===== src/rtl/core/ttrc_pkg.sv =====
package ttrc_pkg;

  localparam int unsigned ByteW = 8;
  localparam int unsigned TermW = 16;
  localparam int unsigned ProdW = 25;

  localparam logic [TermW-1:0] StartOffset = 16'd7;
  localparam logic [TermW-1:0] TermMod     = 16'hFFFF;
  localparam logic [TermW-1:0] PrevInit    = 16'd1;

  // Reduces a 25-bit value modulo 2^16 - 1 with one end-around fold and one
  // conditional subtract.
  function automatic logic [TermW-1:0] term_mod(input logic [ProdW-1:0] x);
    logic [TermW:0] fold;
    logic [TermW:0] red;
    fold = {8'd0, x[ProdW-1:TermW]} + {1'b0, x[TermW-1:0]};
    red  = (fold >= {1'b0, TermMod}) ? fold - {1'b0, TermMod} : fold;
    return red[TermW-1:0];
  endfunction

endpackage


===== src/rtl/core/three_term_recurrence_checksum_unit.sv =====
// Channel   Dir  Width  Contents
// s_axis    in   8+1    tdata: data_byte; tlast: last_byte
// m_axis    out  16     tdata: checksum
//
// Every accepted byte is folded into the recurrence in the cycle it is taken,
// so one byte per clock is sustained while the output buffer has room; the
// combinational term update (two small multipliers and a mod 2^16-1
// reduction) sets that figure. A checksum is registered as its last byte is taken.
// Reset clears the recurrence and the output buffer; the first byte after reset
// opens a new message. A two-entry output buffer lets input keep flowing while
// one checksum waits for the sink; input stalls only when both entries are full.
module three_term_recurrence_checksum_unit
  import ttrc_pkg::*;
(
  input  logic             clk_i,
  input  logic             rst_ni,
  input  logic             s_axis_tvalid_i,
  output logic             s_axis_tready_o,
  input  logic [ByteW-1:0] s_axis_tdata_i,   // [7:0] data_byte
  input  logic             s_axis_tlast_i,   // last_byte
  output logic             m_axis_tvalid_o,
  input  logic             m_axis_tready_i,
  output logic [TermW-1:0] m_axis_tdata_o    // [15:0] checksum
);

  // Recurrence state.
  logic [TermW-1:0] prev_q, prev_d;
  logic [TermW-1:0] cur_q, cur_d;
  logic [ByteW-1:0] pos_q, pos_d;
  logic             in_msg_q, in_msg_d;

  // Output register and its skid entry.
  logic             out_valid_q, skid_valid_q;
  logic [TermW-1:0] out_data_q, skid_data_q;

  logic             in_fire, out_fire, push;
  logic [ByteW-1:0] coef_a, coef_b;
  logic [ByteW:0]   mult_a;
  logic [ProdW-1:0] plus, minus, mag;
  logic             no_borrow;
  logic [TermW-1:0] red, next_term;

  assign s_axis_tready_o = ~skid_valid_q;
  assign in_fire  = s_axis_tvalid_i & s_axis_tready_o;
  assign out_fire = out_valid_q & m_axis_tready_i;
  assign push     = in_fire & s_axis_tlast_i;

  // Coefficients: 17*i and 31*i, both taken mod 256 by truncation.
  assign coef_a = pos_q + {pos_q[3:0], 4'd0};
  assign coef_b = {pos_q[2:0], 5'd0} - pos_q;

  assign mult_a = {1'b0, s_axis_tdata_i} + {1'b0, coef_a};
  assign plus   = ProdW'(mult_a) * ProdW'(cur_q);
  assign minus  = ProdW'(coef_b) * ProdW'(prev_q);

  // The difference is formed as a magnitude. A negative difference wraps as a
  // 64-bit unsigned value, and since 2^64 is 1 mod 2^16-1 the term becomes
  // 1 minus the reduced deficit.
  assign no_borrow = plus >= minus;
  assign mag       = no_borrow ? plus - minus : minus - plus;
  assign red       = term_mod(mag);

  always_comb begin
    if (no_borrow) begin
      next_term = red;
    end else if (red == '0) begin
      next_term = PrevInit;
    end else if (red == PrevInit) begin
      next_term = '0;
    end else begin
      next_term = TermW'(0) - red;
    end
  end

  always_comb begin
    prev_d   = prev_q;
    cur_d    = cur_q;
    pos_d    = pos_q;
    in_msg_d = in_msg_q;
    if (in_fire) begin
      if (!in_msg_q) begin
        // First byte of a message opens the recurrence.
        prev_d = PrevInit;
        cur_d  = {8'd0, s_axis_tdata_i} + StartOffset;
        pos_d  = ByteW'(1);
      end else begin
        prev_d = cur_q;
        cur_d  = next_term;
        pos_d  = pos_q + ByteW'(1);
      end
      in_msg_d = ~s_axis_tlast_i;
    end
  end

  always_ff @(posedge clk_i or negedge rst_ni) begin
    if (!rst_ni) begin
      prev_q   <= PrevInit;
      cur_q    <= '0;
      pos_q    <= '0;
      in_msg_q <= 1'b0;
    end else begin
      prev_q   <= prev_d;
      cur_q    <= cur_d;
      pos_q    <= pos_d;
      in_msg_q <= in_msg_d;
    end
  end

  // The finished checksum is cur_d of the cycle that takes the last byte.
  always_ff @(posedge clk_i or negedge rst_ni) begin
    if (!rst_ni) begin
      out_valid_q  <= 1'b0;
      skid_valid_q <= 1'b0;
    end else if (!out_valid_q || out_fire) begin
      if (skid_valid_q) begin
        out_valid_q  <= 1'b1;
        skid_valid_q <= push;
      end else begin
        out_valid_q  <= push;
      end
    end else if (push) begin
      skid_valid_q <= 1'b1;
    end
  end

  always_ff @(posedge clk_i) begin
    if (!out_valid_q || out_fire) begin
      if (skid_valid_q) begin
        out_data_q <= skid_data_q;
        if (push) begin
          skid_data_q <= cur_d;
        end
      end else if (push) begin
        out_data_q <= cur_d;
      end
    end else if (push) begin
      skid_data_q <= cur_d;
    end
  end

  assign m_axis_tvalid_o = out_valid_q;
  assign m_axis_tdata_o  = out_data_q;

endmodule

===== config.mk =====
export PLATFORM = sky130hd
export DESIGN_NAME = three_term_recurrence_checksum_unit
export DESIGN_NICKNAME = d
export VERILOG_FILES = /design/src/rtl/core/ttrc_pkg.sv /design/src/rtl/core/three_term_recurrence_checksum_unit.sv
export SDC_FILE = /design/constraint.sdc
export NUM_CORES = 1
export LEC_CHECK = 0
export ABC_AREA = 1
export BUFFER_PORTS_ARGS = -buffer_cell sky130_fd_sc_hd__buf_4
export CORE_ASPECT_RATIO = 0.7
export CORE_MARGIN = 8
export CORE_UTILIZATION = 60
export DETAILED_ROUTE_END_ITERATION = 7
export PLACE_DENSITY_LB_ADDON = 0.05
export SETUP_SLACK_MARGIN = 0.5
export SLEW_MARGIN = 20
export SYNTH_ARGS = -nofsm -noshare
export SYNTH_HDL_FRONTEND = slang
export SYNTH_SLANG_ARGS = --single-unit

===== constraint.sdc =====
create_clock -name clk_i -period 11.23 [get_ports clk_i]
set_input_delay 0.5615 -clock clk_i [delete_from_list [all_inputs] [get_ports clk_i]]
set_output_delay 0.5615 -clock clk_i [all_outputs]
set_load 0.005 [all_outputs]

==> metrics, run 1 <==
cell count after synthesis between 2,000 and 2,500; number of clock sinks seen by CTS 75; TritonCTS clock tree done; worst reg2reg endpoint m_axis_tdata_o[2]; portion of synthesized cell area occupied by the leading cell type 23.7%; Std-Cell Core Area between 0.02 and 0.03 mm2; timing-limited maximum frequency between 80 and 90 MHz; launching point of the worst reg2reg path pos_q[0]; routed wl met3 ~7300 um; DRC Markers 0; count of flip-flops with a built-in enable after synthesis 32; cts bufs inserted 9; largest area contributor in the netlist fa_1; Syn Std Cell Area approximately 0.016 mm2; share of the yosys chip area belonging to registers ~13%; clk_lat worst skew between 0.3 and 0.4 ns; DP HPWL ~43,000 um; mean instance size in the synthesized netlist between 7 and 8 um2; number of I/O pins 31; number of H-tree branching levels 3; required time at the endpoint of the critical path 11.33 ns; buffer type at the clock tree root clkbuf_16; Critical Path Fanout Max 7; Clock Skews approximately 0.016 ns; width of the die between 200 and 250 um; worst min path class in -> async; input/output buffers 30; number of setup violations in the final report 48; R2R setup slack -0.64 ns; layout cell share with drive strength beyond 1 between 20% and 30%; post-synth cell types 55; relative slew slack a little under a quarter; Final Cycle Share 106%; fin crit period 11.87 ns; first-pass GRT wire length ~85,000 um; reported max-cap violation count 0; FF+latch count, synth 75; status finished, violations left; Die Outline Area roughly 0.032 mm2; GRT Overall Usage between 30 and 40%; overall via count from detail_route about 17,000; worst setup path class reg -> reg; detailed-routed wire length on met2 between 20,000 and 25,000 um; slew at the pin with the worst max-slew slack between 1 and 1.5 ns; number of core rows 49; ys flop type dfrtp_1; Worst setup EP type register; share of synthesized registers carrying an async set or reset 57.3%; top cells by area, synth fa_1 (24%), ha_1 (13%), nand2_1 (12%); Routed WL per cell roughly 19 um; post-route worst setup slack -0.639 ns; first-pass iteration count of the detailed router 6; final hold violation count 0; diodes inserted 0; layout overhead on the synthesized area 30.9%; length of routed wiring on met1 22,900 um; Synth Warn # 0; count of antenna-violating nets left after detailed routing 0; number of global-route vias before repair between 15,000 and 20,000; Clock Path Buffers 2; failing checks setup timing; final weighted congestion in routability-driven placement roughly 1.0; Congestion Overflow GR 0; most instantiated library cell after synthesis nand2_1; number of nets at the end of the flow a little under 3,000; delay contributed by the slowest stage of the critical path approximately 0.56 ns; tightest hold margin 0.184 ns; count of routing violations after the opening detailed-route iteration ~1,700; vias per cell roughly 5.7; Clock Pin Slew Worst Setup and Hold Paths around 0.080 ns; uppermost layer routed met5; setup repair after global routing missed its margin true; Max Slew Vio Count 0; maximum number of pins on one net before global-route repair 44; most frequent CP cell nand2_1; Critical Path Start Type register; most frequent cells after synthesis nand2_1 (528), inv_1 (472), nor2_1 (191); initial core utilization around 61%; initial antenna violation count 1; cell with the largest stage delay on the worst path fa_1; Die Ht around 150 um; data arrival time at the worst-slack endpoint about 12 ns; Worst R2R Path Depth 74; Post-Synthesis Net Count 2,562; final routed wirelength across all metal layers around 57,000 um
## cells in the final DEF (no fill, tap or decap), types with 22 or more instances in the layout
master    count
inv_1       440
nor2_1      173
dfrtp_1      39
xor2_1       57
edfxtp_1     32
nand3_1      63
inv_2        36
fa_1        185
nand2_1     449
a21oi_1     101
nand2_4      22
nand2_2      85
o21ai_0      47
ha_1        140
buf_4       389
## kinds of logic (layout without fill, tap and decap cells)
group	count (synthesis)	after routing	synth area share [%]
AND/OR/NAND/NOR	895	897	23.6
buffers and inverters	527	908	12.6
adder cells (fa/ha/maj)	352	352	36.6
AO/OA/AOI/OAI	250	250	8.91
XOR/XNOR	93	93	5.13
flip-flops	75	75	12.8
multiplexers	5	5	0.315
## critical path, delay by kind of cell (launching register included)
kind	cells	cell delay (ns)
xor gates and xnor gates	3	0.60
and+or+nand+nor	32	3.60
adders and majority gates	9	3.46
AOI/OAI and AO/OA	12	1.64
buffers and inverters	18	1.83
DFF	1	0.42
## sequential cells by signal (all words and copies together) (netlist names)
signal / cells
m_axis_tdata_o: 16
pos_q: 8
skid_data_q: 16
skid_valid_q: 1
prev_q: 16
in_msg_q: 1
cur_q: 16
m_axis_tvalid_o: 1
## timing repair
item	4_1_cts	5_1_grt
pin swaps	92	116
hold buffers	0	0
cloned	2	0
gates resized for setup	129	127
endpoints found under the setup margin	48	48
buffers inserted	57	17
## worst max-delay path by stage
stage	start	endpoint	slack, ns	depth (start not counted)
floorplan	pos_q[0]	m_axis_tdata_o[12]	0.15	77
global placement	pos_q[0]	m_axis_tdata_o[6]	-0.37	79
detailed placement	pos_q[0]	m_axis_tdata_o[6]	-0.72	76
CTS	pos_q[4]	m_axis_tdata_o[2]	-0.03	69
global route	pos_q[0]	m_axis_tdata_o[1]	-1.22	79
finish	pos_q[0]	m_axis_tdata_o[2]	-0.64	74
## metal layers
layer,up-vias,track usage (%)
met1,8009,45.1
met3,230,11.9
li1,7480,-
met5,-,0
met4,2,10.0
met2,1071,49.2
## layout make-up
class,count,area (um2)
timing repair buffer,406,3130
clock inverter,7,66.3
multi-input combinational,1597,13000
sequential,75,2040
clock buffer,9,225
fill,1699,5080
inverter,486,1840
tap,357,447
## per-stage QoR
| step | utilization (%) | setup slack (ns) | cell area, um2 | TNS, ns | std cells |
|---|---|---|---|---|---|
| 6_report | 80.4 | -0.639 | 20800 | -23.22 | 2937 |
| 4_1_cts | 78.0 | -0.0335 | 20200 | -0.156 | 2920 |
| 2_1_floorplan | - | 0.155 | 16200 | 0 | 2197 |
| 3_5_place_dp | 73.2 | -0.718 | 18900 | -25.25 | 2845 |
| 5_1_grt | 80.4 | -1.22 | 20800 | -51.23 | 2937 |
| 3_3_place_gp | 73.2 | -0.366 | 18900 | -9.63 | 2845 |
Power of run 1 is left out: the tool's default activity adds up to more than one toggle a clock period on the data nets, which glitch-free logic cannot reach.
==> inputs of run 2 (changes only) <==
--- a/config.mk
+++ b/config.mk
@@ -6,7 +6,7 @@
 export NUM_CORES = 1
 export LEC_CHECK = 0
 export ABC_AREA = 1
-export BUFFER_PORTS_ARGS = -buffer_cell sky130_fd_sc_hd__buf_4
+export BUFFER_PORTS_ARGS = -buffer_cell sky130_fd_sc_hd__buf_2
 export CORE_ASPECT_RATIO = 0.7
 export CORE_MARGIN = 8
 export CORE_UTILIZATION = 60
==> metrics, run 2 (synthesis results as in run 1) <==
cell with the largest stage delay on the worst path fa_2; Critical Path Fanout Max 5; buffer type at the clock tree root clkbuf_16; Std-Cell Core Area approximately 0.026 mm2; worst reg2reg endpoint m_axis_tdata_o[0]; cts bufs inserted 9; number of nets at the end of the flow a little under 3,000; first element of the critical path pos_q[0]; Die Ht 152 um; most used cells in the layout excluding fill and tap cells inv_1 (441), nand2_1 (435), buf_4 (336), fa_1 (185), nor2_1 (170); worst setup path class reg -> reg; Routed WL per cell 20.1 um; setup TNS -32.99 ns; Clock Pin Slew Worst Setup and Hold Paths 0.07 ns; clk_lat worst skew ~0.36 ns; diodes inserted 0; DP HPWL 43,100 um; TritonCTS clock tree done; number of setup violations in the final report between 40 and 50; number of global-route vias before repair between 15,000 and 20,000; number of H-tree branching levels 3; number of core rows 49; Worst R2R Path Depth 74; final weighted congestion in routability-driven placement around 1; fill cell total of the finished layout approximately 1,700; R2R setup slack -0.90 ns; final hold violation count 0; Die Outline Area 0.0320 mm2; post-route worst setup slack -0.898 ns; most common cell after layout, fill and taps aside inv_1; Clock Skews about 0.016 ns; initial antenna violation count 1; first-pass iteration count of the detailed router 6; Max Slew Vio Count 0; cts hold-fix bufs 0; status finished, violations left; first-pass GRT wire length 84,500 um; number of I/O pins 31; tightest hold margin 0.201 ns; DRC Markers 0; launching point of the worst reg2reg path pos_q[0]; worst min path class in -> async; delay contributed by the slowest stage of the critical path ~0.58 ns; Critical Path Start Type register; input/output buffers 30; initial core utilization between 60% and 70%; layout cell share with drive strength beyond 1 between 20 and 30%; final routed wirelength across all metal layers just under 60,000 um; number of clock sinks seen by CTS between 70 and 80; vias per cell between 5 and 6; data arrival time at the worst-slack endpoint around 12 ns; count of antenna-violating nets left after detailed routing 0; Congestion Overflow GR 0; Final Cycle Share 108%; slew at the pin with the worst max-slew slack roughly 1.1 ns; required time at the endpoint of the critical path 11.34 ns; timing-limited maximum frequency slightly above 80 MHz; failing checks setup timing; maximum number of pins on one net before global-route repair 44; Worst setup EP type register; relative slew slack about a quarter; layout overhead on the synthesized area 31.5%; reported max-cap violation count 0; fin crit period about 12 ns; Clock Path Buffers 2; overall via count from detail_route 16,800; setup repair after global routing missed its margin true; most frequent CP cell nand2_2; count of routing violations after the opening detailed-route iteration 2,016; width of the die roughly 210 um; GRT Overall Usage around a third
==> run 2: changes by cell type in the layout (fill, tap and decap cells not counted), sizes merged <==
cell      delta
buf         -16
bufinv       +1
clkbuf       +1
clkinvlp     +1
inv          -3
==> run 2: worst max-delay path, delay by kind of cell (launching register included) <==
family	cells	cell delay, ns
XOR/XNOR	3	0.63
adder cells (fa/ha/maj)	11	4.17
buffers and inverters	11	1.15
AND/OR/NAND/NOR	41	4.31
AO/OA/AOI/OAI	7	0.91
flip-flops	1	0.42
multiplexers	1	0.20
==> run 2: repair_timing <==
item,4_1_cts,5_1_grt
cloned,2,0
setup buffers,28,44
gates resized for setup,99,207
pin swaps,80,160
setup endpoints to repair,48,48
==> run 2: worst max path at each step <==
stage / endpoint / slack [ns] / cells past startpoint
2_1_floorplan: m_axis_tdata_o[12] / 0.15 / 77
3_3_place_gp: m_axis_tdata_o[5] / -0.50 / 75
3_5_place_dp: m_axis_tdata_o[5] / -0.72 / 76
4_1_cts: m_axis_tdata_o[7] / -0.25 / 74
5_1_grt: m_axis_tdata_o[0] / -1.36 / 82
6_report: m_axis_tdata_o[0] / -0.90 / 74
==> run 2: cell type report <==
cell class              instances  area, um2  area share (%)
multi-input cells            1597      13200            63.4
clock inverters                 6       71.3           0.341
repair buffers                390       3020            14.4
clock buffers                  10        229            1.10
inverters                     486       1850            8.85
well taps                     357        447            2.14
flip-flops and latches         75       2040            9.77
==> run 2: metal layers <==
layer	wire length [um]	GRT usage (%)
met5	34	0
met4	2050	8.34
met3	8490	12.8
met2	25400	49.7
met1	22800	44.6
==> run 2: metrics by stage <==
stage | util, % | std cells | cell area [um2] | worst slack, ns
finish | 80.7 | 2921 | 20900 | -0.898
global route | 80.7 | 2921 | 20900 | -1.36
CTS | 76.2 | 2877 | 19700 | -0.250
detailed placement | 72.7 | 2831 | 18800 | -0.722
global placement | 72.7 | 2831 | 18800 | -0.505
floorplan | - | 2197 | 16200 | 0.155
Power of run 2 is left out for the same reason.
